<file path="config.mk">
export PLATFORM = sky130hd
export DESIGN_NAME = best_fit_block_allocator_flat
export DESIGN_NICKNAME = d
export VERILOG_FILES = /design/src/hdl/bfa_pkg.sv /design/src/hdl/bfa_stream_if.sv /design/src/hdl/best_fit_block_allocator.sv /design/src/hdl/bfa_ram.sv /design/src/flat_wrapper.sv
export SDC_FILE = /design/constraint.sdc
export NUM_CORES = 1
export LEC_CHECK = 0
export BUFFER_PORTS_ARGS = -buffer_cell sky130_fd_sc_hd__clkbuf_2
export CORE_ASPECT_RATIO = 1.4
export CORE_MARGIN = 3
export CORE_UTILIZATION = 30
export CTS_CLUSTER_SIZE = 10
export DETAILED_ROUTE_END_ITERATION = 10
export GPL_TIMING_DRIVEN = 0
export SLEW_MARGIN = 20
export SYNTH_ARGS = -nofsm -noshare
export SYNTH_HDL_FRONTEND = slang
export SYNTH_SLANG_ARGS = --single-unit
</file>
<file path="constraint.sdc">
create_clock -name clk -period 5.7 [get_ports clk]
set_input_delay 0 -clock clk [delete_from_list [all_inputs] [get_ports clk]]
set_output_delay 0 -clock clk [all_outputs]
set_load 0.005 [all_outputs]
</file>
<file path="src/hdl/bfa_pkg.sv">
// Package: item types and fixed field widths of the best-fit block allocator.
`timescale 1ns / 1ps

package bfa_pkg;

	localparam int unsigned FUNC_W  = 1;
	localparam int unsigned SLOT_W  = 4;
	localparam int unsigned VALUE_W = 16;
	localparam int unsigned COUNT_W = 5;

	typedef enum logic [FUNC_W-1:0] {
		FUNC_LOAD    = 1'b0,
		FUNC_REQUEST = 1'b1
	} func_t;

	typedef struct packed {
		func_t               func;
		logic [SLOT_W-1:0]   block_slot;
		logic [VALUE_W-1:0]  size_value;
	} in_item_t;

	typedef struct packed {
		logic                found;
		logic [SLOT_W-1:0]   chosen_block;
		logic [VALUE_W-1:0]  slack;
	} out_item_t;

	typedef struct packed {
		logic [COUNT_W-1:0]  block_count;
	} cfg_item_t;

endpackage

</file>
<file path="src/hdl/bfa_stream_if.sv">
// Interface: valid/ready channel carrying one typed payload.
`timescale 1ns / 1ps

interface bfa_stream_if #(
	parameter type T = logic
);
	logic valid;
	logic ready;
	T     data;

	modport source (output valid, output data, input ready);
	modport sink   (input valid, input data, output ready);
endinterface

</file>
<file path="src/hdl/best_fit_block_allocator.sv">
// Top level: best-fit block allocator with block sizes held in a RAM.
//
//  channel  dir  payload                            handshake
//  req      in   func, block_slot, size_value       valid / ready
//  res      out  found, chosen_block, slack         valid / ready
//  cfg      in   block_count                        valid / ready (always ready)
//
// A load gives no result. A request reads size RAM entries 0 to limit - 1,
// limit being block_count saturated to NUM_BLOCKS: the size RAM is read one entry
// a cycle, the compare runs in the cycle after each read, then S_FIN grants.
// Reset clears all used marks at once; sizes are undefined until loaded.
// A waiting result does not block loads; a request finishing while it waits
// holds in the grant state until the output register is free.
`timescale 1ns / 1ps

module best_fit_block_allocator #(
	parameter int unsigned NUM_BLOCKS = 16,
	parameter int unsigned SIZE_BITS  = 16
) (
	input  logic         clk,
	input  logic         arst_n,
	bfa_stream_if.sink   req,
	bfa_stream_if.source res,
	bfa_stream_if.sink   cfg
);
	import bfa_pkg::*;

	localparam int unsigned IDX_W  = (NUM_BLOCKS > 1) ? $clog2(NUM_BLOCKS) : 1;
	localparam int unsigned CNT_W  = ($clog2(NUM_BLOCKS + 1) > COUNT_W) ?
	                                 $clog2(NUM_BLOCKS + 1) : COUNT_W;
	localparam int unsigned SZX_W  = (SIZE_BITS > VALUE_W) ? SIZE_BITS : VALUE_W;
	localparam logic [CNT_W-1:0] NUM_C = CNT_W'(NUM_BLOCKS);

	typedef enum logic [1:0] {
		S_IDLE,
		S_SCAN,
		S_DRAIN,
		S_FIN
	} state_t;

	state_t                 state_q;
	logic [COUNT_W-1:0]     block_count_q;
	logic [NUM_BLOCKS-1:0]  used_q;
	logic                   res_valid_q;
	out_item_t              res_q;

	logic [CNT_W-1:0]       limit_q;
	logic [CNT_W-1:0]       rd_idx_q;
	logic [SIZE_BITS-1:0]   size_q;
	logic                   vld_s1;
	logic [IDX_W-1:0]       idx_s1;
	logic                   have_q;
	logic [SIZE_BITS-1:0]   best_slack_q;
	logic [IDX_W-1:0]       best_idx_q;

	in_item_t               item;
	logic                   req_acc;
	logic [CNT_W-1:0]       slot_ext;
	logic                   slot_ok;
	logic [SZX_W-1:0]       size_ext;
	logic [SIZE_BITS-1:0]   size_in;
	logic [CNT_W-1:0]       count_ext;
	logic [CNT_W-1:0]       limit_in;
	logic                   ram_we;
	logic [SIZE_BITS-1:0]   rd_data;
	logic                   fits;
	logic [SIZE_BITS-1:0]   diff;
	logic                   take;
	logic                   out_free;
	logic [SZX_W-1:0]       slack_ext;
	logic [CNT_W-1:0]       idx_ext;

	assign item      = req.data;
	assign req.ready = (state_q == S_IDLE);
	assign req_acc   = req.valid && req.ready;
	assign cfg.ready = 1'b1;

	assign slot_ext  = CNT_W'(item.block_slot);
	assign slot_ok   = (slot_ext < NUM_C);
	assign size_ext  = SZX_W'(item.size_value);
	assign size_in   = size_ext[SIZE_BITS-1:0];
	assign count_ext = CNT_W'(block_count_q);
	assign limit_in  = (count_ext > NUM_C) ? NUM_C : count_ext;
	assign ram_we    = req_acc && (item.func == FUNC_LOAD) && slot_ok;

	bfa_ram #(
		.WIDTH (SIZE_BITS),
		.DEPTH (NUM_BLOCKS)
	) u_sizes (
		.clk   (clk),
		.we    (ram_we),
		.waddr (slot_ext[IDX_W-1:0]),
		.wdata (size_in),
		.raddr (rd_idx_q[IDX_W-1:0]),
		.rdata (rd_data)
	);

	// compare runs in the cycle after the read
	assign fits = !used_q[idx_s1] && (rd_data >= size_q);
	assign diff = rd_data - size_q;
	assign take = vld_s1 && fits && (!have_q || (diff < best_slack_q));

	assign out_free  = !res_valid_q || res.ready;
	assign slack_ext = SZX_W'(best_slack_q);
	assign idx_ext   = CNT_W'(best_idx_q);

	assign res.valid = res_valid_q;
	assign res.data  = res_q;

	always_ff @(posedge clk or negedge arst_n) begin
		if (!arst_n) begin
			block_count_q <= '0;
		end else if (cfg.valid && cfg.ready) begin
			block_count_q <= cfg.data.block_count;
		end
	end

	always_ff @(posedge clk or negedge arst_n) begin
		if (!arst_n) begin
			state_q     <= S_IDLE;
			used_q      <= '0;
			res_valid_q <= 1'b0;
			vld_s1      <= 1'b0;
		end else begin
			vld_s1 <= (state_q == S_SCAN);
			if (res_valid_q && res.ready && (state_q != S_FIN)) begin
				res_valid_q <= 1'b0;
			end
			case (state_q)
				S_IDLE: begin
					if (ram_we) begin
						used_q[slot_ext[IDX_W-1:0]] <= 1'b0;
					end
					if (req_acc && (item.func == FUNC_REQUEST)) begin
						state_q <= (limit_in == '0) ? S_FIN : S_SCAN;
					end
				end
				S_SCAN: begin
					if (rd_idx_q == limit_q - 1'b1) begin
						state_q <= S_DRAIN;
					end
				end
				S_DRAIN: begin
					state_q <= S_FIN;
				end
				S_FIN: begin
					// hold until the output register is free
					if (out_free) begin
						res_valid_q        <= 1'b1;
						res_q.found        <= have_q;
						res_q.chosen_block <= have_q ? idx_ext[SLOT_W-1:0] : '0;
						res_q.slack        <= have_q ? slack_ext[VALUE_W-1:0] : '0;
						if (have_q) begin
							used_q[best_idx_q] <= 1'b1;
						end
						state_q <= S_IDLE;
					end
				end
				default: begin
					state_q <= S_IDLE;
				end
			endcase
		end
	end

	always_ff @(posedge clk) begin
		idx_s1 <= rd_idx_q[IDX_W-1:0];
		if (req_acc) begin
			limit_q  <= limit_in;
			size_q   <= size_in;
			rd_idx_q <= '0;
			have_q   <= 1'b0;
		end else begin
			if (state_q == S_SCAN) begin
				rd_idx_q <= rd_idx_q + 1'b1;
			end
			if (take) begin
				have_q       <= 1'b1;
				best_slack_q <= diff;
				best_idx_q   <= idx_s1;
			end
		end
	end
endmodule

</file>
<file path="src/hdl/bfa_ram.sv">
// Generic simple dual-port RAM with registered read data.
`timescale 1ns / 1ps

module bfa_ram #(
	parameter int unsigned WIDTH = 16,
	parameter int unsigned DEPTH = 16
) (
	input  logic                                    clk,
	input  logic                                    we,
	input  logic [(DEPTH > 1 ? $clog2(DEPTH) : 1)-1:0] waddr,
	input  logic [WIDTH-1:0]                        wdata,
	input  logic [(DEPTH > 1 ? $clog2(DEPTH) : 1)-1:0] raddr,
	output logic [WIDTH-1:0]                        rdata
);
	logic [WIDTH-1:0] mem [DEPTH];

	always_ff @(posedge clk) begin
		if (we) begin
			mem[waddr] <= wdata;
		end
		rdata <= mem[raddr];
	end
endmodule

</file>
<file path="src/flat_wrapper.sv">
// flat-port wrapper written by rule: the top's interface ports become plain ports
module best_fit_block_allocator_flat import bfa_pkg::*;
#(
	parameter int unsigned NUM_BLOCKS = 16,
	parameter int unsigned SIZE_BITS  = 16
)
  (clk, arst_n, req_valid, req_data, req_ready, res_valid, res_data, res_ready, cfg_valid, cfg_data, cfg_ready);
  bfa_stream_if #(.T(in_item_t)) req_i ();
  bfa_stream_if #(.T(out_item_t)) res_i ();
  bfa_stream_if #(.T(cfg_item_t)) cfg_i ();
  input  logic clk;
  input  logic arst_n;
  input wire logic [$bits(req_i.valid)-1:0] req_valid;
  input wire logic [$bits(req_i.data)-1:0] req_data;
  output wire logic [$bits(req_i.ready)-1:0] req_ready;
  output wire logic [$bits(res_i.valid)-1:0] res_valid;
  output wire logic [$bits(res_i.data)-1:0] res_data;
  input wire logic [$bits(res_i.ready)-1:0] res_ready;
  input wire logic [$bits(cfg_i.valid)-1:0] cfg_valid;
  input wire logic [$bits(cfg_i.data)-1:0] cfg_data;
  output wire logic [$bits(cfg_i.ready)-1:0] cfg_ready;
  assign req_i.valid = req_valid;
  assign req_i.data = req_data;
  assign req_ready = req_i.ready;
  assign res_valid = res_i.valid;
  assign res_data = res_i.data;
  assign res_i.ready = res_ready;
  assign cfg_i.valid = cfg_valid;
  assign cfg_i.data = cfg_data;
  assign cfg_ready = cfg_i.ready;
  best_fit_block_allocator #(.NUM_BLOCKS(NUM_BLOCKS), .SIZE_BITS(SIZE_BITS)) u_core (.clk(clk), .arst_n(arst_n), .req(req_i), .res(res_i), .cfg(cfg_i));
endmodule
</file>
After elaboration in Yosys (flattened, before gate mapping)
Memories as Yosys holds them, arrays and structs flattened. A register that Yosys moved wholly into a read port is not among the register bits. Index checks and enable logic that the tools add are counted.

Multiplexer cells: 21. Equal/unequal tests: 10. $add $sub $neg: 3. Order comparisons: 9. Bitwise operators: 5. Reductions and logical operators: 23.

Operators by type and width (number): 16-bit 2-to-1 mux (3); 16-bit case mux with 2 select lines (1); 4-bit by 5-bit less-than comparator with 1-bit output, second input constant (4); 16-bit bitwise AND (1); 16-bit >= comparator (1); 16-bit less-than comparator (1); 16-bit inverter (1); 16-bit bitwise OR (1); 16-bit subtractor (1); 1-bit logical AND (11); 1-bit demux with 4-bit select (2); 4-bit by 1-bit >= comparator with 1-bit output, second input constant (2); 1-bit 2-to-1 mux (8); 2-bit 2-to-1 mux (4); 2-bit != test, second input constant (4); 2-bit case mux with 4 select lines (1); 3-bit AND reduction (2); 5-bit by 1-bit adder with 5-bit output, second input constant (1); 5-bit == test (1); 5-bit > comparator, second input constant (1); 5-bit logical NOT (1); 5-bit 2-to-1 mux (1); 5-bit by 1-bit subtractor with 5-bit output, second input constant (1); 1-bit binary-select mux with 4-bit select (1); other kinds (10) (16).

Input port bits: 31. RAM bits: 256. Word-level logic and storage cells: 87. Flip-flop bits (word level): 97. Memories kept: 1. Output and inout port bits: 24.

Memories: u_core.u_sizes.mem (depth 16, bits a word 16, rd ports 1, clocked after Yosys merged registers in 1, wr ports 1, line bfa_ram.sv:15) `logic [WIDTH-1:0] mem [DEPTH];`.

Depth between registers and ports, before layout
Depth after elaboration: 8. Mapped depth: 16. Depth with buffers taken out: 16.

By module
Synthesis repeated with hierarchy kept, for this count alone.

Cell total of the unflattened synthesis: 862. Area total of the unflattened synthesis: 15023.2 µm².

Modules (own cells, without submodules): bfa_ram (instances 1, cells an instance 432, area each 10043.4 µm², seq. area each 8007.7 µm²); best_fit_block_allocator (instances 1, cells an instance 430, area each 4979.8 µm², seq. area each 2687.6 µm²).

Worst setup path before layout
No wires, ideal clock.

Path type: reg2reg. From: reg u_core.size_q[2]. To: reg u_core.best_idx_q[0] (enable). Arrival: 4.285 ns. Cell stages (with the launch flop): 15. Slack: 0.984 ns. Library setup time: 0.431 ns. Clock period less this slack: 4.716 ns. Required time: 5.269 ns. Buffers on the path: 0. Cell sequence: edfxtp_1 -> inv_1 -> ha_1 -> a21oi_1 -> nand2_1 -> a221o_1 -> a211o_1 -> a21oi_1 -> xnor2_1 -> ha_1 -> a21o_1 -> a21o_1 -> a21oi_1 -> o21ai_0 -> a221oi_1.

Word-level cells in the longest chain between the ends: 5. Elaborated cells between the ends (all ways): 8. Classes of those cells: add/sub (1); order compare (2); reduce/logical (5).

RTL lines: start: declaration (line best_fit_block_allocator.sv:49) `logic [SIZE_BITS-1:0] size_q;`; start signal: assignment (line best_fit_block_allocator.sv:170) `size_q <= size_in;`; 16-bit subtractor (line best_fit_block_allocator.sv:100) `assign diff = rd_data - size_q;`; named net u_core.diff[13] (line best_fit_block_allocator.sv:67) `logic [SIZE_BITS-1:0] diff;`; 16-bit less-than comparator (line best_fit_block_allocator.sv:101) `assign take = vld_s1 && fits && (!have_q || (diff < best_slack_q));`; 1-bit logical OR (line best_fit_block_allocator.sv:101); 1-bit logical AND (line best_fit_block_allocator.sv:101); 2-bit AND reduction (no source line); end signal: assignment (line best_fit_block_allocator.sv:180) `best_idx_q <= idx_s1;`; end: declaration (line best_fit_block_allocator.sv:54) `logic [IDX_W-1:0] best_idx_q;`.

The timed path passes the listed nets, and every way through them passes these cells. A chain may end at the register's enable or synchronous reset.

Final worst setup path
From: reg u_core.u_sizes.rdata[0], read port of u_core.u_sizes.mem. To: reg u_core.best_slack_q[2] (enable).

Word-level cells in the longest chain between the ends: 5. Elaborated cells between the ends (all ways): 8. Classes of those cells: add/sub (1); order compare (2); reduce/logical (5).

RTL lines: start: declaration (line bfa_ram.sv:13) `output logic [WIDTH-1:0] rdata`; 16-bit subtractor (line best_fit_block_allocator.sv:100); named net u_core.diff[14] (line best_fit_block_allocator.sv:67); 16-bit less-than comparator (line best_fit_block_allocator.sv:101); 1-bit logical OR (line best_fit_block_allocator.sv:101); 1-bit logical AND (line best_fit_block_allocator.sv:101); 2-bit AND reduction (no source line); end signal: assignment (line best_fit_block_allocator.sv:179) `best_slack_q <= diff;`; end: declaration (line best_fit_block_allocator.sv:53) `logic [SIZE_BITS-1:0] best_slack_q;`.

The timed path passes the listed nets, and every way through them passes these cells.

==> impl_metrics.json <==
{
  "run_status": "complete, no violations",
  "globalRouteTotalUtil_pct": 12.6,
  "cp-endpoint": "u_core.best_slack_q[2]",
  "tritoncts": "yes",
  "biggest_area_consumer_among_synthesized_cells": "sky130_fd_sc_hd__edfxtp_1",
  "gp_routability_congestion": 0.794,
  "period_share_pct": 73.1,
  "maxCapViolCount": 0,
  "synth_top_cell_area_share_pct": 63.9,
  "io_pins": 55,
  "vias_per_cell": 4.74,
  "syn-instance-count": 825,
  "holdCritPathClass": "in2async",
  "setup_repair_after_global_routing_missed_its_margin": "false",
  "fp.dieArea_um2": 52500,
  "tritoncts_num_sinks": 369,
  "most_frequent_cell_after_synthesis": "sky130_fd_sc_hd__edfxtp_1",
  "cts_max_path_buffers": 3,
  "initial_utilization_pct": 30.4,
  "synth_top_flop_cell": "sky130_fd_sc_hd__edfxtp_1",
  "route.final.wire_length_um": 33000,
  "cts_buffers": 42,
  "place.port_buffers": 51,
  "reg2reg_to": "u_core.best_slack_q[2]",
  "final_core_utilization_pct": 36.4,
  "synth_area_per_cell_um2": 18.1,
  "rrSetupSlack_ns": 1.53,
  "clock_tree.root_cell": "sky130_fd_sc_hd__clkbuf_16",
  "fp.dieH_um": 270,
  "layout-drive-gt1-share_pct": 22.7,
  "clk_lat_worst_skew_ns": 0.54,
  "cts_resized": 0,
  "post_synthesis_net_count": 894,
  "timing.fmax_ghz": 0.240,
  "number_of_standard_cell_rows_in_the_floorplan": 96,
  "pwr_density_cell_nw_per_um2": 463,
  "final_net_count": 1037,
  "number_of_routed_nets_with_antenna_violations": 0,
  "area_delta_synth_final_pct": 19.8,
  "final_count_of_negative_setup_slack_endpoints": 0,
  "register_area_share_after_synthesis_pct": 71.6,
  "leakagePower_nw": 6.11,
  "final_hold_viol_count": 0,
  "die_x_um": 195,
  "vias_in_the_first_global_route": 8145,
  "cp.required_ns": 5.94,
  "asyncSetResetFlopFracSynth_pct": 6.78,
  "post_synth_main_area_contributors": "sky130_fd_sc_hd__edfxtp_1 64%, sky130_fd_sc_hd__mux4_2 12%, sky130_fd_sc_hd__dfrtp_1 4.2%",
  "yosysWarnings": 0,
  "peakVddDrop_mv": 0.214,
  "fp.coreArea_um2": 49100,
  "post-route-drc-count": 0,
  "slew_limit_headroom_pct": 34.0,
  "drt-pass1-iter-count": 4,
  "drv_slew": 0,
  "clk_pin_slew_worst_paths_ns": 0.05,
  "wl_per_cell_um": 20.1,
  "ys_types": 56,
  "timing.critical_path.to_type": "flop",
  "report.power.total_mw": 8.28,
  "rr_worst_depth": 16,
  "grt_max_degree": 28,
  "detailed_placer_s_ending_hpwl_um": 22100,
  "dr.first_iter.drc_count": 615,
  "fin_worst_hold_slack_ns": 0.0617,
  "skew_ns": 0.0138,
  "synth_enable_flop_cells": 318,
  "antenna_found_initial": 0,
  "post-route-min-period_ns": 4.17,
  "h-tree-depth": 2,
  "mappedNetlistArea_um2": 14900,
  "worst_setup_path_startpoint": "u_core.u_sizes.rdata[0]",
  "critical_path_class": "reg2reg",
  "worstMarginPinSlew_ns": 0.990,
  "flops_latches_synth": 369,
  "cts.repair_timing.setup_buffer_count": 0,
  "critPathLaunchType": "flop",
  "diodes": 0,
  "timing.critical_path.arrival_ns": 4.41,
  "route.vias.total": 7766,
  "critPathMaxFanout": 13,
  "worstReg2RegStart": "u_core.u_sizes.rdata[0]",
  "globalRouteOverflowTotal": 0,
  "synth.top_cells.by_count": "318 x sky130_fd_sc_hd__edfxtp_1, 79 x sky130_fd_sc_hd__mux4_2, 42 x sky130_fd_sc_hd__inv_1",
  "wire_length_of_the_first_global_routing_pass_um": 50500
}
area by class of cell:
class	instances	area, µm²
fillers	4538	31200
repair buffers	99	791
flip-flops and latches	369	10700
clock buffers	76	1200
clock inverters	2	32.5
inverters	43	161
well taps	637	797
multi-input cells	383	4070
plain buffers	30	138
worst min-delay path by stage:
stage	startpoint	endpoint	slack [ns]	depth (start not counted)
5_1_grt	arst_n	u_core.block_count_q[2]	0.12	2
4_1_cts	arst_n	u_core.block_count_q[3]	0.03	2
2_1_floorplan	arst_n	u_core.block_count_q[0]	-0.30	0
3_3_place_gp	arst_n	u_core.block_count_q[2]	0.05	1
6_report	arst_n	u_core.block_count_q[3]	0.06	2
3_5_place_dp	arst_n	u_core.block_count_q[3]	0.06	1
critical path, cell delays in order (launching register included):
cell and delay [ns]:
sky130_fd_sc_hd__dfxtp_1 0.31, sky130_fd_sc_hd__inv_1 0.08, sky130_fd_sc_hd__ha_1 0.17, sky130_fd_sc_hd__inv_1 0.06
sky130_fd_sc_hd__fa_1 0.40, sky130_fd_sc_hd__a21oi_1 0.21, sky130_fd_sc_hd__o21ai_1 0.13, sky130_fd_sc_hd__o21ai_1 0.33
sky130_fd_sc_hd__nor3_1 0.13, sky130_fd_sc_hd__o41ai_1 0.38, sky130_fd_sc_hd__xnor2_1 0.22, sky130_fd_sc_hd__ha_1 0.30
sky130_fd_sc_hd__a21o_1 0.16, sky130_fd_sc_hd__a21oi_1 0.12, sky130_fd_sc_hd__o21ai_0 0.15, sky130_fd_sc_hd__a221oi_4 0.50
sky130_fd_sc_hd__buf_8 0.23
per-layer routing:
metal | track usage, % | share of wire, % | wire length, µm
met1 | 14.3 | 38 | 12400
met2 | 24.0 | 56 | 18400
met3 | 1.68 | 3.5 | 1170
met4 | 4.50 | 3.0 | 990
met5 | 0 | 0 | 0
flip-flops by register name (all words and copies together) (netlist names):
| name | count |
|---|---|
| u_core.used_q | 16 |
| u_core.res.data | 21 |
| u_core.best_slack_q | 16 |
| u_core.block_count_q | 5 |
| u_core.u_sizes.mem | 256 |
| u_core.best_idx_q | 4 |
| u_core.rd_idx_q | 5 |
| u_core.have_q | 1 |
| u_core.u_sizes.rdata | 16 |
| u_core.size_q | 16 |
| u_core.vld_s1 | 1 |
| u_core.limit_q | 5 |
| u_core.res.valid | 1 |
| u_core.state_q | 2 |
| u_core.idx_s1 | 4 |
where the power goes:
group	switching, mW	internal, mW
combinational	1.32	1.11
sequential	0.156	3.26
clock	1.01	1.42
total	2.49	5.80
cells in the final DEF (no fill, tap or decap), types with 3 or more instances in the layout:
master                          instances
sky130_fd_sc_hd__inv_1                 42
sky130_fd_sc_hd__clkbuf_2              52
sky130_fd_sc_hd__mux2i_1                5
sky130_fd_sc_hd__nand2b_1              14
sky130_fd_sc_hd__buf_2                  7
sky130_fd_sc_hd__nand2_1               26
sky130_fd_sc_hd__edfxtp_1             318
sky130_fd_sc_hd__o21ai_0                7
sky130_fd_sc_hd__xor2_1                12
sky130_fd_sc_hd__xnor2_1               10
sky130_fd_sc_hd__dfxtp_1               26
sky130_fd_sc_hd__buf_6                  3
sky130_fd_sc_hd__nand4_1                6
sky130_fd_sc_hd__clkbuf_16             43
sky130_fd_sc_hd__mux4_1                 4
sky130_fd_sc_hd__ha_1                  37
sky130_fd_sc_hd__a21oi_1               28
sky130_fd_sc_hd__o21ai_1               18
sky130_fd_sc_hd__buf_4                 11
sky130_fd_sc_hd__nor2_4                12
sky130_fd_sc_hd__mux4_2                79
sky130_fd_sc_hd__and2_1                21
sky130_fd_sc_hd__a21o_1                 7
sky130_fd_sc_hd__buf_1                  3
sky130_fd_sc_hd__nand3_1                7
sky130_fd_sc_hd__dlygate4sd3_1         32
sky130_fd_sc_hd__mux2_2                 6
sky130_fd_sc_hd__nor3_2                 4
sky130_fd_sc_hd__nor2_1                22
sky130_fd_sc_hd__a211oi_1               7
sky130_fd_sc_hd__nor3_1                 5
sky130_fd_sc_hd__nor2b_1                9
sky130_fd_sc_hd__clkbuf_1              49
sky130_fd_sc_hd__buf_16                 4
sky130_fd_sc_hd__a31oi_1                4
sky130_fd_sc_hd__dfrtp_1               25
sky130_fd_sc_hd__o31ai_1                3
stage by stage:
step / cell area (µm²) / TNS (ns) / cells / setup slack, ns
after floorplan: 14900 / 0 / 825 / 0.984
after global placement: 16000 / -4.05 / 1513 / -0.204
after detailed placement: 16300 / 0 / 1529 / 1.50
after CTS: 17900 / 0 / 1639 / 1.50
after global routing: 17900 / 0 / 1639 / 1.21
final: 17900 / 0 / 1639 / 1.53
kinds of logic (layout without fill, tap and decap cells):
| logic type | Yosys count | count (layout) | synth area share [%] |
|---|---|---|---|
| simple gates | 136 | 136 | 4.60 |
| compound gates | 91 | 91 | 3.76 |
| fa+ha+maj | 38 | 38 | 3.23 |
| xor+xnor | 23 | 23 | 1.40 |
| buf+inv | 73 | 250 | 1.99 |
| mux | 94 | 94 | 13.4 |
| other cells | 1 | 1 | 0.0251 |
| flops | 369 | 369 | 71.6 |
repair_timing:
item,in CTS,in global routing
endpoints found under the hold margin,311,0
hold buffers,32,0
endpoints found under the setup margin,0,0
Note: power is estimated with default switching activity, not from simulation.
